[src/sv/aids_pkg.sv]
// Shared types and codes for the packed array with insert, delete and search.
`timescale 1ns / 1ps
`default_nettype none

package aids_pkg;

  typedef enum logic [2:0] {
    CMD_APPEND = 3'd0,
    CMD_INSERT = 3'd1,
    CMD_DELETE = 3'd2,
    CMD_SEARCH = 3'd3,
    CMD_READ   = 3'd4
  } cmd_e;

  typedef enum logic [1:0] {
    ST_OK    = 2'd0,
    ST_FULL  = 2'd1,
    ST_RANGE = 2'd2,
    ST_MISS  = 2'd3
  } status_e;

  localparam int unsigned CmdW   = 3;
  localparam int unsigned PosW   = 7;
  localparam int unsigned ValW   = 32;
  localparam int unsigned CountW = 8;

  typedef struct packed {
    logic [CountW-1:0] entry_count;
    logic [ValW-1:0]   read_value;
    logic [PosW-1:0]   found_index;
    status_e           status;
  } res_t;

endpackage

`default_nettype wire

[src/sv/aids_seq.sv]
// Command sequencer: decodes a word, walks the store for shifts and searches.
`timescale 1ns / 1ps
`default_nettype none

module aids_seq
  import aids_pkg::*;
#(
  parameter int unsigned DEPTH = 128,
  parameter int unsigned AW    = 7,
  parameter int unsigned CW    = 8
) (
  input  wire logic            clk_i,
  input  wire logic            rst_ni,
  input  wire logic            in_valid_i,
  output logic                 in_ready_o,
  input  wire logic [CmdW-1:0] cmd_i,
  input  wire logic [PosW-1:0] pos_i,
  input  wire logic [ValW-1:0] val_i,
  output logic                 res_valid_o,
  input  wire logic            res_ready_i,
  output res_t                 res_o,
  output logic                 mem_we_o,
  output logic      [AW-1:0]   mem_waddr_o,
  output logic      [ValW-1:0] mem_wdata_o,
  output logic      [AW-1:0]   mem_raddr_o,
  input  wire logic [ValW-1:0] mem_rdata_i
);

  localparam int unsigned PCW = (CW > PosW) ? CW : PosW;

  typedef enum logic [2:0] {
    S_IDLE, S_UP, S_DOWN, S_FIN, S_PUT, S_SRCH, S_READ, S_DONE
  } state_e;

  state_e          state_q;
  logic [CW-1:0]   count_q;
  logic [AW-1:0]   ptr_q, lim_q, pos_q, pa_q, fnd_q;
  logic            pv_q, iss_q, ins_q;
  logic [ValW-1:0] val_q, rd_q;
  status_e         st_q;

  logic [PCW-1:0]  pos_w, cnt_w;
  logic [AW-1:0]   pos_a;
  logic            full;
  logic            accept;

  assign pos_w  = PCW'(pos_i);
  assign cnt_w  = PCW'(count_q);
  assign pos_a  = AW'(pos_i);
  assign full   = (count_q == CW'(DEPTH));
  assign accept = in_valid_i && (state_q == S_IDLE);

  assign in_ready_o  = (state_q == S_IDLE);
  assign res_valid_o = (state_q == S_DONE);

  always_comb begin
    res_o.status      = st_q;
    res_o.found_index = PosW'(fnd_q);
    res_o.read_value  = rd_q;
    res_o.entry_count = CountW'(count_q);
  end

  // The write port either drains the word read in the previous cycle during a
  // shift, or stores a new value on append, insert at the end, or insert.
  always_comb begin
    mem_we_o    = 1'b0;
    mem_waddr_o = pa_q;
    mem_wdata_o = mem_rdata_i;
    mem_raddr_o = ptr_q;
    unique case (state_q)
      S_UP, S_DOWN, S_FIN: begin
        mem_we_o = pv_q;
      end
      S_PUT: begin
        mem_we_o    = 1'b1;
        mem_waddr_o = pos_q;
        mem_wdata_o = val_q;
      end
      S_IDLE: begin
        mem_raddr_o = pos_a;
        mem_waddr_o = AW'(count_q);
        mem_wdata_o = val_i;
        if (accept && !full) begin
          if (cmd_e'(cmd_i) == CMD_APPEND) begin
            mem_we_o = 1'b1;
          end else if (cmd_e'(cmd_i) == CMD_INSERT && pos_w == cnt_w) begin
            mem_we_o = 1'b1;
          end
        end
      end
      default: begin
      end
    endcase
  end

  always_ff @(posedge clk_i or negedge rst_ni) begin
    if (!rst_ni) begin
      state_q <= S_IDLE;
      count_q <= '0;
      ptr_q   <= '0;
      lim_q   <= '0;
      pos_q   <= '0;
      pa_q    <= '0;
      fnd_q   <= '0;
      pv_q    <= 1'b0;
      iss_q   <= 1'b0;
      ins_q   <= 1'b0;
      val_q   <= '0;
      rd_q    <= '0;
      st_q    <= ST_OK;
    end else begin
      unique case (state_q)
        S_IDLE: begin
          if (in_valid_i) begin
            st_q    <= ST_OK;
            fnd_q   <= '0;
            rd_q    <= '0;
            pos_q   <= pos_a;
            val_q   <= val_i;
            pv_q    <= 1'b0;
            ins_q   <= 1'b0;
            state_q <= S_DONE;
            unique case (cmd_e'(cmd_i))
              CMD_APPEND: begin
                if (full) begin
                  st_q <= ST_FULL;
                end else begin
                  count_q <= count_q + CW'(1);
                end
              end
              CMD_INSERT: begin
                if (full) begin
                  st_q <= ST_FULL;
                end else if (pos_w > cnt_w) begin
                  st_q <= ST_RANGE;
                end else begin
                  count_q <= count_q + CW'(1);
                  ins_q   <= 1'b1;
                  ptr_q   <= AW'(count_q - CW'(1));
                  if (pos_w != cnt_w) begin
                    state_q <= S_UP;
                  end
                end
              end
              CMD_DELETE: begin
                if (pos_w >= cnt_w) begin
                  st_q <= ST_RANGE;
                end else begin
                  count_q <= count_q - CW'(1);
                  ptr_q   <= AW'(pos_a + AW'(1));
                  lim_q   <= AW'(count_q - CW'(1));
                  if (cnt_w != PCW'(pos_w + PCW'(1))) begin
                    state_q <= S_DOWN;
                  end
                end
              end
              CMD_SEARCH: begin
                if (count_q == '0) begin
                  st_q <= ST_MISS;
                end else begin
                  ptr_q   <= '0;
                  lim_q   <= AW'(count_q - CW'(1));
                  iss_q   <= 1'b1;
                  state_q <= S_SRCH;
                end
              end
              CMD_READ: begin
                if (pos_w >= cnt_w) begin
                  st_q <= ST_RANGE;
                end else begin
                  state_q <= S_READ;
                end
              end
              default: begin
              end
            endcase
          end
        end
        S_UP: begin
          pv_q <= 1'b1;
          pa_q <= AW'(ptr_q + AW'(1));
          if (ptr_q == pos_q) begin
            state_q <= S_FIN;
          end else begin
            ptr_q <= AW'(ptr_q - AW'(1));
          end
        end
        S_DOWN: begin
          pv_q <= 1'b1;
          pa_q <= AW'(ptr_q - AW'(1));
          if (ptr_q == lim_q) begin
            state_q <= S_FIN;
          end else begin
            ptr_q <= AW'(ptr_q + AW'(1));
          end
        end
        S_FIN: begin
          pv_q    <= 1'b0;
          state_q <= ins_q ? S_PUT : S_DONE;
        end
        S_PUT: begin
          state_q <= S_DONE;
        end
        S_SRCH: begin
          // Reads are issued one per cycle; each word is compared in the cycle after its read.
          pv_q <= iss_q;
          pa_q <= ptr_q;
          if (iss_q) begin
            if (ptr_q == lim_q) begin
              iss_q <= 1'b0;
            end else begin
              ptr_q <= AW'(ptr_q + AW'(1));
            end
          end
          if (pv_q && mem_rdata_i == val_q) begin
            fnd_q   <= pa_q;
            st_q    <= ST_OK;
            pv_q    <= 1'b0;
            iss_q   <= 1'b0;
            state_q <= S_DONE;
          end else if (pv_q && pa_q == lim_q) begin
            st_q    <= ST_MISS;
            pv_q    <= 1'b0;
            iss_q   <= 1'b0;
            state_q <= S_DONE;
          end
        end
        S_READ: begin
          rd_q    <= mem_rdata_i;
          state_q <= S_DONE;
        end
        S_DONE: begin
          if (res_ready_i) begin
            state_q <= S_IDLE;
          end
        end
        default: begin
          state_q <= S_IDLE;
        end
      endcase
    end
  end

endmodule

`default_nettype wire

[config.mk]
export PLATFORM = sky130hd
export DESIGN_NAME = aids_seq
export DESIGN_NICKNAME = d
export VERILOG_FILES = /design/src/sv/aids_pkg.sv /design/src/sv/aids_seq.sv
export SDC_FILE = /design/constraint.sdc
export NUM_CORES = 1
export LEC_CHECK = 0
export BUFFER_PORTS_ARGS = -buffer_cell sky130_fd_sc_hd__clkbuf_2
export CORE_MARGIN = 2
export CORE_UTILIZATION = 55
export DETAILED_ROUTE_END_ITERATION = 8
export PLACE_DENSITY = 0.84
export SLEW_MARGIN = 20
export SYNTH_ARGS = -nofsm -noshare
export SYNTH_HDL_FRONTEND = slang
export SYNTH_SLANG_ARGS = --single-unit
export TNS_END_PERCENT = 20
[constraint.sdc]
create_clock -name clk_i -period 3.25 [get_ports clk_i]
set_clock_uncertainty 0.15 [all_clocks]
set_input_delay 0.65 -clock clk_i [delete_from_list [all_inputs] [get_ports clk_i]]
set_output_delay 0.65 -clock clk_i [all_outputs]
set_load 0.02 [all_outputs]
* Yosys cells after proc, flatten, opt, wreduce, memory -nomap -nowiden
Cells that the tools add are included.
** Storage, ports and cells
- Logic and storage cells :: 162
- Bits in registers :: 115
- Output and inout port bits :: 98
** Operators by class
- Eq/ne operators :: 39
- Order comparisons :: 2
- $add $sub $neg :: 6
- Reductions and logical operators :: 30
- Multiplexer cells :: 72
** Operators by type and width (count)
- $pmux 32 s2 :: 2
- $mux 7 :: 13
- $pmux 7 s2 :: 3
- $pmux 7 s3 :: 2
- $mux 3 :: 11
- $eq 32x32->1 :: 1
- $mux 32 :: 1
- $mux 8 :: 4
- $pmux 7 s4 :: 1
- $ne 2x2->1 const B :: 12
- $pmux 8 s3 :: 1
- $eq 7x7->1 :: 3
- $pmux 3 s7 :: 1
- $mux 1 :: 18
- $mux 2 :: 9
- $eq 3x3->1 const B :: 5
- $ne 3x3->1 const B :: 5
- $add 7x1->7 const B :: 2
- $eq 3x2->1 const B :: 4
- $pmux 3 s4 :: 1
- $reduce_and 5->1 :: 2
- $reduce_and 9->1 :: 1
- $add 7x1->8 const B :: 1
- $add 8x1->8 const B :: 1
- other kinds (29) :: 45

* Logic depth before layout (Yosys ltp)
Gate-level depths: netlist of the first run.
- Depth in word-level cells :: 7
- Depth in mapped cells :: 9
- Mapped depth without buffers :: 8

* Least setup slack after synthesis of the first run
Ideal clock, no wire load.
- Path type :: flip-flop to flip-flop
- Start point :: register count_q[1] (netlist: cnt_w[1])
- End point :: register lim_q[0]
- Buffers on the path :: 1
- Cell stages (with the launch flop) :: 10
- Data arrival time :: 2.619 ns
- Path slack :: 0.357 ns
- Clock period less this slack :: 2.893 ns
- Setup time :: 0.125 ns
- Path through :: dfrtp_1 clkbuf_1 inv_1 ha_1 and4b_1 a211oi_1 a21o_1 and2_1 o2111ai_1 mux2_2
** Between the ends
- Longest elaborated chain between the ends :: 3
- Elaborated cells between the ends (all ways) :: 5
- Those cells by class :: order compare (1); eq/ne (2); reduce/logical (2)
** Ends and longest elaborated chain
- start, declared :: line aids_seq.sv:36 : logic [CW-1:0] count_q;
- start signal, assigned :: line aids_seq.sv:128 : count_q <= count_q + CW'(1);
- start signal, assigned :: line aids_seq.sv:137 : count_q <= count_q + CW'(1);
- start signal, assigned :: line aids_seq.sv:149 : count_q <= count_q - CW'(1);
- $ge 7x8->1 / $logic_not 8->1 (equally long branches) :: line aids_seq.sv:146, aids_seq.sv:158
- $ne 2x2->1 (no source line)
- $reduce_and 5->1 (no source line) (*)
- end signal, assigned :: line aids_seq.sv:151 : lim_q <= AW'(count_q - CW'(1));
- end signal, assigned :: line aids_seq.sv:162 : lim_q <= AW'(count_q - CW'(1));
- end, declared :: line aids_seq.sv:37 : logic [AW-1:0] ptr_q, lim_q, pos_q, pa_q, fnd_q;
Every way passes the cells marked *; elsewhere a longest branch is shown, timed or not.
A chain may end at the register's enable or synchronous reset.

* Worst setup path after layout of the first run
- Start point :: register count_q[2] (netlist: cnt_w[2])
- End point :: output mem_we_o
** Between the ends
- Longest elaborated chain between the ends :: 6
- Elaborated cells between the ends (all ways) :: 9
- Those cells by class :: eq/ne (2); mux (4); reduce/logical (3)
** Ends and longest elaborated chain
- $eq 7x8->1 :: line aids_seq.sv:86 : end else if (cmd_e'(cmd_i) == CMD_INSERT && pos_w == cnt_w) begin
- $logic_and 1x1->1 :: line aids_seq.sv:86
- $mux 1 :: line aids_seq.sv:86
- $mux 1 :: line aids_seq.sv:84 : if (cmd_e'(cmd_i) == CMD_APPEND) begin
- $mux 1 (*) :: line aids_seq.sv:83 : if (accept && !full) begin
- $pmux 1 s3 (*) :: line aids_seq.sv:70 : unique case (state_q)
- end, declared :: line aids_seq.sv:22 : output logic mem_we_o,
Marks and branches as above.

==> impl_metrics.csv, run 1 <==
group,metric,value,unit
outcome,status,"completed",
drt,routed_wl,23600,um
critical_path,arrival,2.37,ns
global_route,grt-ovfl-total,0,
synthesis,ys_warn_count,0,
placement,routabilityCongestion,1.00,
cts,h-tree-depth,4,
global_route,grt_pass1_vias,7072,
drt,vias_per_cell,6.09,
timing,finalSetupViolations,0,
synthesis,syn_area,0.00762,mm^2
global_route,grt_max_degree,51,
power_and_ir_drop,vdd_drop_max,570,uV
layout,diodes,0,
floorplan,die_x,122,um
power_and_ir_drop,cellPowerDensity,975,mW/mm^2
layout,layout.nets,1160,
synthesis,synthCells,911,
synthesis,ys.flop_type,"dfrtp_1",
synthesis,ys_top_cells_by_area,"dfrtp_1, nand2_1, mux2i_1",
placement,portBuffers,175,
drt,drt_iter0_markers,877,
cts,cts_max_path_buffers,2,
critical_path,crit_type,"flop to output pin",
min_path,hp-class,"input port to async pin",
power_and_ir_drop,p_leak,4.77,nW
cts,cts.sinks,115,
run,maxCapViolCount,0,
timing,fin_crit,3.17,ns
global_route,track_usage,32.4,%
synthesis,yosysSeqAreaShare,37.8,%
floorplan,die_h,122,um
floorplan,coreArea,0.0137,mm^2
placement,hpwl,16900,um
synthesis,postSynth.asyncResetShare,100,%
timing,relSlewSlack,49.5,%
cts,clk_pin_slew,0.05,ns
floorplan,ios,176,
layout,drive_gt1_share,24.8,%
synthesis,synth_nets,1002,
synthesis,synth-edff-count,0,
floorplan,start_util,55.6,%
drt,dr_wl_met3,1950,um
layout,final_util,68.4,%
timing,max_freq,316,MHz
drt,drc_errors,0,
floorplan,dieArea,0.0148,mm^2
critical_path,crit_required,2.45,ns
layout,synthToLayoutAreaGrowth,23.2,%
floorplan,rows,43,
critical_path,cp_max_fo,10,
critical_path,crit_slowest_cell,"or4_4",
critical_path,endpoint_kind,"output pin",
drt,wl_per_cell,18.7,um
timing,finalHoldViolCount,0,
cts,cts_buffers,17,
drt,wl_met2,10900,um
timing,tightest_slew,0.756,ns
synthesis,yosys.area.top_type,"dfrtp_1",
timing,finalCritPeriodShare,97.5,%
synthesis,ys_types,64,
cts,cts_tree,"yes",
critical_path,start_kind,"flop",
timing,setup_tns,0,ns
cts,clockRootBuffer,"clkbuf_16",
drt,dr.pass1.iters,6,
timing,slew_violations,0,
synthesis,avgSynthCellArea,8.37,um^2
critical_path,critPathBufInv,1,
timing,rsz0062_at_grt,"no",
cts,cts_hold_buf,0,
drt,highest_layer,"met4",
critical_path,crit_chain,"or4_4, nor2_2, a21boi_1, a32o_1, nor2_1, a21oi_1, clkbuf_2",
drt,vias,7669,
global_route,antenna_found_initial,0,
drt,ant_nets,0,
synthesis,synth.top_cell.area_share,37.8,%
cts,clock_latency,0.43,ns
synthesis,synth_commonest_cells,"nand2_1, dfrtp_1, o21ai_0",
drt,wl_met1,10100,um
synthesis,yosysMostFrequentCell,"nand2_1",
critical_path,path_delay_family,"simple AND/OR/NAND/NOR gates",
global_route,grt_pass1_wl,37200,um
critical_path,slowest_delay,0.58,ns
synthesis,ys_ff_latch,115,
per-stage QoR:
stage                     power [mW]  setup slack [ns]  std cells  cell area (um^2)  hold WS (ns)
after floorplan                 5.61             0.357        911              7620         0.204
after global placement          6.94             0.173       1227              8730         0.332
after detailed placement        7.04            0.0780       1227              8730         0.336
after CTS                       9.07            0.0317       1257              9360        0.0574
after global routing            9.70           0.00836       1260              9390        0.0860
final                           9.16            0.0818       1260              9390        0.0454
logic make-up after synthesis:
family,after synthesis,share of synthesized area [%]
simple gates,362,21.5
mux,57,7.68
compound gates,193,17.0
flops,115,37.8
xor+xnor,81,9.31
buf+inv,90,4.68
fa+ha+maj,13,2.13
cells in the final DEF, fill, tap and decap left out, drive strengths merged, types with 4 or more instances in the layout:
master	instances
clkbuf	195
nor2b	4
nand4	16
o21ai	66
nand2b	10
a22o	33
nor2	45
bufinv	4
a22oi	4
or4	4
mux2i	45
a21o	5
and3	4
o2111ai	4
a31oi	8
ha	13
a21oi	21
nand3	22
nand2	210
nor4	10
mux2	12
buf	36
dfrtp	115
a221oi	8
o22ai	12
xnor2	40
nor3	14
inv	19
xor2	41
layout make-up:
cell class              count  area [um^2]
multi-input cells         706         4400
fillers                  1119         4330
flip-flops and latches    115         2880
repair buffers            210         1180
clock buffers              21          470
well taps                 180          225
clock inverters             9          154
inverters                  19         71.3
flip-flops by register name, summed over array words and instances, names as in the netlist:
name	flops
pa_q	7
fnd_q	7
val_q	32
state_q	3
rd_q	32
iss_q	1
cnt_w	8
pv_q	1
pos_q	7
ins_q	1
ptr_q	7
st_q	2
lim_q	7
what timing repair did:
action / CTS / global route
hold endpoints to repair: 0 / 0
resized for setup: 5 / 3
buffers inserted: 0 / 3
gates cloned: 0 / 0
endpoints found under the setup margin: 1 / 1
power by group:
group / total, mW / leakage [nW] / internal, mW / switching [mW]
sequential: 2.67 / 1.44 / 2.00 / 0.672
combinational: 4.49 / 3.02 / 1.79 / 2.70
clock: 1.99 / 0.301 / 1.33 / 0.661
per-layer routing:
layer	up-vias	track usage (%)
met5	-	0
met3	52	7.07
met1	3689	45.5
li1	3506	-
met2	422	49.6
met4	0	11.7
worst paths after layout:
check | depth (start not counted) | startpoint | end | slack (ns)
min in group clk_i | 3 | val_i[19] | val_q[19] | 0.28
hold reg to reg | 1 | rd_q[17] | rd_q[17] | 0.35
setup / recovery | 7 | cnt_w[2] | mem_we_o | 0.08
setup reg to reg | 8 | cnt_w[3] | lim_q[4] | 0.32
hold / removal | 1 | rst_ni | val_q[3] | 0.05
max in group asynchronous | 2 | rst_ni | cnt_w[2] | 2.10
Note: power is estimated with default switching activity, not from simulation.
==> run 2, diff against run 1 <==
--- a/config.mk
+++ b/config.mk
@@ -6,6 +6,7 @@
 export NUM_CORES = 1
 export LEC_CHECK = 0
 export BUFFER_PORTS_ARGS = -buffer_cell sky130_fd_sc_hd__clkbuf_2
+export CORE_ASPECT_RATIO = 1.75
 export CORE_MARGIN = 2
 export CORE_UTILIZATION = 55
 export DETAILED_ROUTE_END_ITERATION = 8
==> run 2 against run 1 <==
Effect of this change: setup slack improved by 0.0089 ns; power rose by 3.1%; cell count rose by 0.32%; utilization rose by 2.2 points; cell area rose by 1.2%; first-iteration DRC count fell by 37%; largest cell class unchanged.
==> impl_metrics.csv, run 2 (synthesis gave the netlist of run 1 again) <==
group,metric,value,unit
critical_path,start_kind,"flop",
critical_path,endpoint_kind,"output pin",
drt,drt_iter0_markers,554,
cts,cts_tree,"yes",
placement,portBuffers,175,
run,maxCapViolCount,0,
drt,ant_nets,0,
global_route,use_met1,37.5,%
timing,finalCritPeriodShare,97.2,%
cts,h-tree-depth,4,
timing,relSlewSlack,49.9,%
power_and_ir_drop,p_leak,4.84,nW
floorplan,start_util,56.7,%
drt,vias,7922,
placement,hpwl,19000,um
floorplan,die_h,160,um
timing,rsz0062_at_grt,"no",
cts,clk_pin_slew,0.06,ns
placement,place_area,0.00877,mm^2
timing,tightest_slew,0.751,ns
global_route,grt-ovfl-total,0,
timing,finalSetupViolations,0,
layout,diodes,0,
cts,clockRootBuffer,"clkbuf_16",
timing,fin_crit,3.16,ns
power_and_ir_drop,cellPowerDensity,994,mW/mm^2
layout,stdcell_count,1264,
layout,layout.nets,1168,
layout,final_common_cell,"nand2_1",
drt,vias_per_cell,6.27,
power_and_ir_drop,vdd_drop_max,542,uV
global_route,grt_busiest_layer,"met2",
critical_path,reg2regPathDepth,7,
global_route,grt_pass1_wl,41000,um
global_route,grt.met3_usage,6.32,%
critical_path,crit_required,2.45,ns
floorplan,rows,56,
drt,wl_per_cell,21.0,um
layout,most-common-layout-cells,"nand2_1, clkbuf_2, dfrtp_1",
global_route,grt_pass1_vias,7803,
critical_path,r2r-start,"cnt_w[5]",
critical_path,crit_type,"flop to output pin",
timing,max_freq,317,MHz
placement,place_inst,1229,
floorplan,coreArea,0.0135,mm^2
layout,fillers,1050,
critical_path,arrival,2.36,ns
layout,synthToLayoutAreaGrowth,24.7,%
global_route,grt_use_met2,62.1,%
drt,routed_wl,26500,um
floorplan,die_x,93.0,um
placement,routabilityCongestion,1.04,
layout,drive_gt1_share,25.5,%
cts,cts_max_path_buffers,2,
timing,slew_violations,0,
drt,dr.pass1.iters,5,
floorplan,dieArea,0.0149,mm^2
critical_path,cp-startpoint,"cnt_w[3]",
global_route,antenna_found_initial,0,
timing,setup_tns,0,ns
timing,finalHoldViolCount,0,
critical_path,cp_max_fo,6,
cts,clock_latency,0.42,ns
cts,cts.sinks,115,
cts,cts_buffers,17,
critical_path,reg2reg_setup_slack,0.36,ns
min_path,hp-class,"input port to async pin",
critical_path,rr_endpoint,"lim_q[0]",
floorplan,ios,176,
outcome,status,"completed",
layout,final_cell_area,0.00950,mm^2
global_route,grt_max_degree,82,
timing,hold_ws,0.0752,ns
global_route,track_usage,35.4,%
drt,drc_errors,0,
[run 2: worst max-delay path by stage]
stage               cells past startpoint       end  slack, ns
CTS                                     7  mem_we_o       0.02
detailed placement                      9  ptr_q[5]       0.11
finish                                  7  mem_we_o       0.09
global route                            7  mem_we_o      0.006
global placement                        8  lim_q[4]       0.15
floorplan                               9  lim_q[0]       0.36
[run 2: power breakdown]
group / switching [mW] / internal (mW)
clock: 0.723 / 1.45
combinational: 2.80 / 1.77
sequential: 0.705 / 2.00
[run 2: critical path, cell delays in order (launching register included)]
cell and delay, ns:
dfrtp_2 0.45, or4_4 0.60, nor2_4 0.16, a21boi_1 0.11, a32o_1 0.24, nor2_1 0.12
a21oi_2 0.06, clkbuf_2 0.19
[run 2: area by class of cell]
class / instances / area, um^2 / area share (%)
Multi-Input combinational cell: 706 / 4430 / 46.6
Sequential cell: 115 / 2880 / 30.3
Timing Repair Buffer: 218 / 1230 / 12.9
Clock buffer: 18 / 429 / 4.52
Clock inverter: 14 / 250 / 2.63
Tap cell: 174 / 218 / 2.29
Inverter: 19 / 71.3 / 0.751
[run 2: through the flow]
| stage | power, mW | setup slack, ns | utilization, % |
|---|---|---|---|
| 4_1_cts | 9.33 | 0.0181 | 70.4 |
| 2_1_floorplan | 5.61 | 0.357 | - |
| 5_1_grt | 9.93 | 0.00601 | 70.6 |
| 3_3_place_gp | 6.97 | 0.147 | 65.2 |
| 3_5_place_dp | 7.08 | 0.110 | 65.2 |
| 6_report | 9.44 | 0.0907 | 70.6 |
[run 2: what timing repair did]
action                     CTS  global route
setup endpoints to repair    1             1
pin swaps                    0             1
gates resized for setup      4             5
cloned                       0             0
hold buffers                 0             0
setup buffers                1             2
[run 2: per-layer routing]
layer | vias to the layer above | routed length, um
met4 | 0 | 2160
met5 | - | 0
li1 | 3543 | -
met3 | 161 | 1750
met2 | 470 | 13600
met1 | 3748 | 9030
==> run 3, diff against run 2 <==
--- a/config.mk
+++ b/config.mk
@@ -5,12 +5,13 @@
 export SDC_FILE = /design/constraint.sdc
 export NUM_CORES = 1
 export LEC_CHECK = 0
-export BUFFER_PORTS_ARGS = -buffer_cell sky130_fd_sc_hd__clkbuf_2
+export CAP_MARGIN = 25
 export CORE_ASPECT_RATIO = 1.75
 export CORE_MARGIN = 2
 export CORE_UTILIZATION = 55
 export DETAILED_ROUTE_END_ITERATION = 8
-export PLACE_DENSITY = 0.84
+export DONT_BUFFER_PORTS = 1
+export PLACE_DENSITY = 0.73
 export SLEW_MARGIN = 20
 export SYNTH_ARGS = -nofsm -noshare
 export SYNTH_HDL_FRONTEND = slang
==> run 3 against run 2 <==
Effect of this change: the flow now finishes with violations (negative hold slack); critical endpoint is now mem_raddr_o[4]; worst hold slack lost 0.30 ns; largest cell class unchanged; maximum frequency up 0.50%; largest power group unchanged; power is 6.9% lower; critical path type unchanged.
==> impl_metrics.csv, run 3 (synthesis gave the netlist of run 1 again) <==
group,metric,value,unit
critical_path,critPathBufInv,3,
timing,rsz0062_at_grt,"no",
floorplan,die_h,160,um
critical_path,r2r-start,"cnt_w[2]",
critical_path,endpoint_kind,"output pin",
placement,portBuffers,0,
critical_path,slowest_delay,0.58,ns
cts,h-tree-depth,4,
critical_path,cp_max_fo,13,
critical_path,arrival,2.34,ns
drt,vias,7165,
drt,vias_per_cell,6.40,
placement,hpwl,18700,um
timing,setup_tns,0,ns
cts,cts_max_path_buffers,2,
layout,layout.nets,1023,
layout,stdcell_count,1119,
floorplan,start_util,56.7,%
cts,clk_pin_slew,0.06,ns
critical_path,crit_required,2.45,ns
timing,hold_ws,-0.224,ns
global_route,track_usage,33.7,%
outcome,violations,"negative hold slack",
layout,final_cell_area,0.00870,mm^2
drt,drt_iter0_markers,511,
critical_path,path_delay_family,"simple AND/OR/NAND/NOR gates",
drt,routed_wl,25300,um
power_and_ir_drop,power,8.79,mW
floorplan,die_x,93.0,um
timing,finalSetupViolations,0,
critical_path,cp-startpoint,"state_q[1]",
power_and_ir_drop,cellPowerDensity,1010,mW/mm^2
global_route,grt_pass1_vias,7157,
layout,final_common_cell,"nand2_1",
timing,finalHoldViolCount,115,
placement,routabilityCongestion,0.974,
cts,clockRootBuffer,"clkbuf_16",
global_route,antenna_found_initial,0,
global_route,grt_max_degree,116,
placement,place_inst,1085,
critical_path,crit_type,"flop to output pin",
power_and_ir_drop,vdd_drop_max,622,uV
drt,ant_nets,0,
drt,drc_errors,0,
min_path,hp-class,"input port to async pin",
critical_path,crit_top_cell,"buf_4",
global_route,grt_pass1_wl,38800,um
critical_path,start_kind,"flop",
timing,max_freq,318,MHz
timing,tightest_slew,0.792,ns
placement,place_area,0.00811,mm^2
timing,finalCritPeriodShare,96.7,%
drt,dr.pass1.iters,6,
timing,relSlewSlack,47.2,%
run,maxCapViolCount,0,
drt,wl_per_cell,22.6,um
layout,most-common-layout-cells,"nand2_1, dfrtp_1, buf_4",
cts,cts.sinks,115,
floorplan,ios,176,
critical_path,crit_slowest_cell,"or3_1",
timing,slew_violations,0,
timing,fin_crit,3.14,ns
outcome,status,"finished, violations left",
global_route,grt-ovfl-total,0,
cts,cts_tree,"yes",
floorplan,rows,56,
cts,cts_buffers,17,
critical_path,crit_chain,"or3_1, inv_1, buf_4, nand2_1, o21ai_0, buf_4",
floorplan,coreArea,0.0135,mm^2
layout,drive_gt1_share,13.8,%
layout,diodes,0,
floorplan,dieArea,0.0149,mm^2
power_and_ir_drop,p_leak,4.17,nW
layout,synthToLayoutAreaGrowth,14.1,%
cts,clock_latency,0.42,ns
## run 3: cell types whose count changed in the layout (fill, tap and decap cells not counted), moves of 2 or more
cell | previous run | this run
clkinvlp_4 | 0 | 3
buf_4 | 42 | 72
bufinv_16 | 6 | 1
clkinv_2 | 0 | 2
clkbuf_2 | 174 | 0
## run 3: layout make-up
class                           instances  area (um^2)
Timing Repair Buffer                   73          561
Inverter                               19         71.3
Tap cell                              174          218
Sequential cell                       115         2880
Clock inverter                         14          133
Fill cell                            1136         4760
Multi-Input combinational cell        706         4400
Clock buffer                           18          429
## run 3: repair_timing
action | 4_1_cts | 5_1_grt
pin swaps | 0 | 0
gates resized for setup | 2 | 2
hold endpoints to repair | 115 | 115
setup buffers | 0 | 2
endpoints found under the setup margin | 1 | 1
## run 3: path summary, 6_finish.rpt
| kind | end | slack, ns | depth (start not counted) |
|---|---|---|---|
| setup reg to reg | ptr_q[5] | 0.26 | 8 |
| hold reg to reg | val_q[6] | 0.37 | 2 |
| setup / recovery | mem_raddr_o[4] | 0.11 | 6 |
| max in group asynchronous | cnt_w[2] | 2.98 | 0 |
| min in group clk_i | val_q[6] | 0.19 | 2 |
| hold / removal | rd_q[13] | -0.22 | 0 |
## run 3: per-layer routing
layer	wire (um)	track usage (%)	part of all wire, %	vias to the layer above
met4	1290	17.8	5.1	0
li1	-	-	-	3243
met3	1970	6.93	7.8	80
met1	8830	37.1	35	3445
met2	13200	59.9	52	397
met5	0	0	0	-
## run 3: where the power goes
part	total, mW	leakage, nW	switching (mW)	internal [mW]
registers	2.98	1.45	0.984	1.99
clock network	1.78	0.267	0.719	1.06
logic	4.04	2.46	2.34	1.69
total	8.79	4.17	4.05	4.75
## run 3: through the flow
step                utilization [%]  hold WS [ns]  setup WS, ns
global route                   64.6        -0.243       0.00858
floorplan                         -         0.204         0.357
CTS                            64.5        -0.232        0.0562
finish                         64.6        -0.224         0.107
global placement               60.3         0.207         0.318
detailed placement             60.3         0.207         0.228
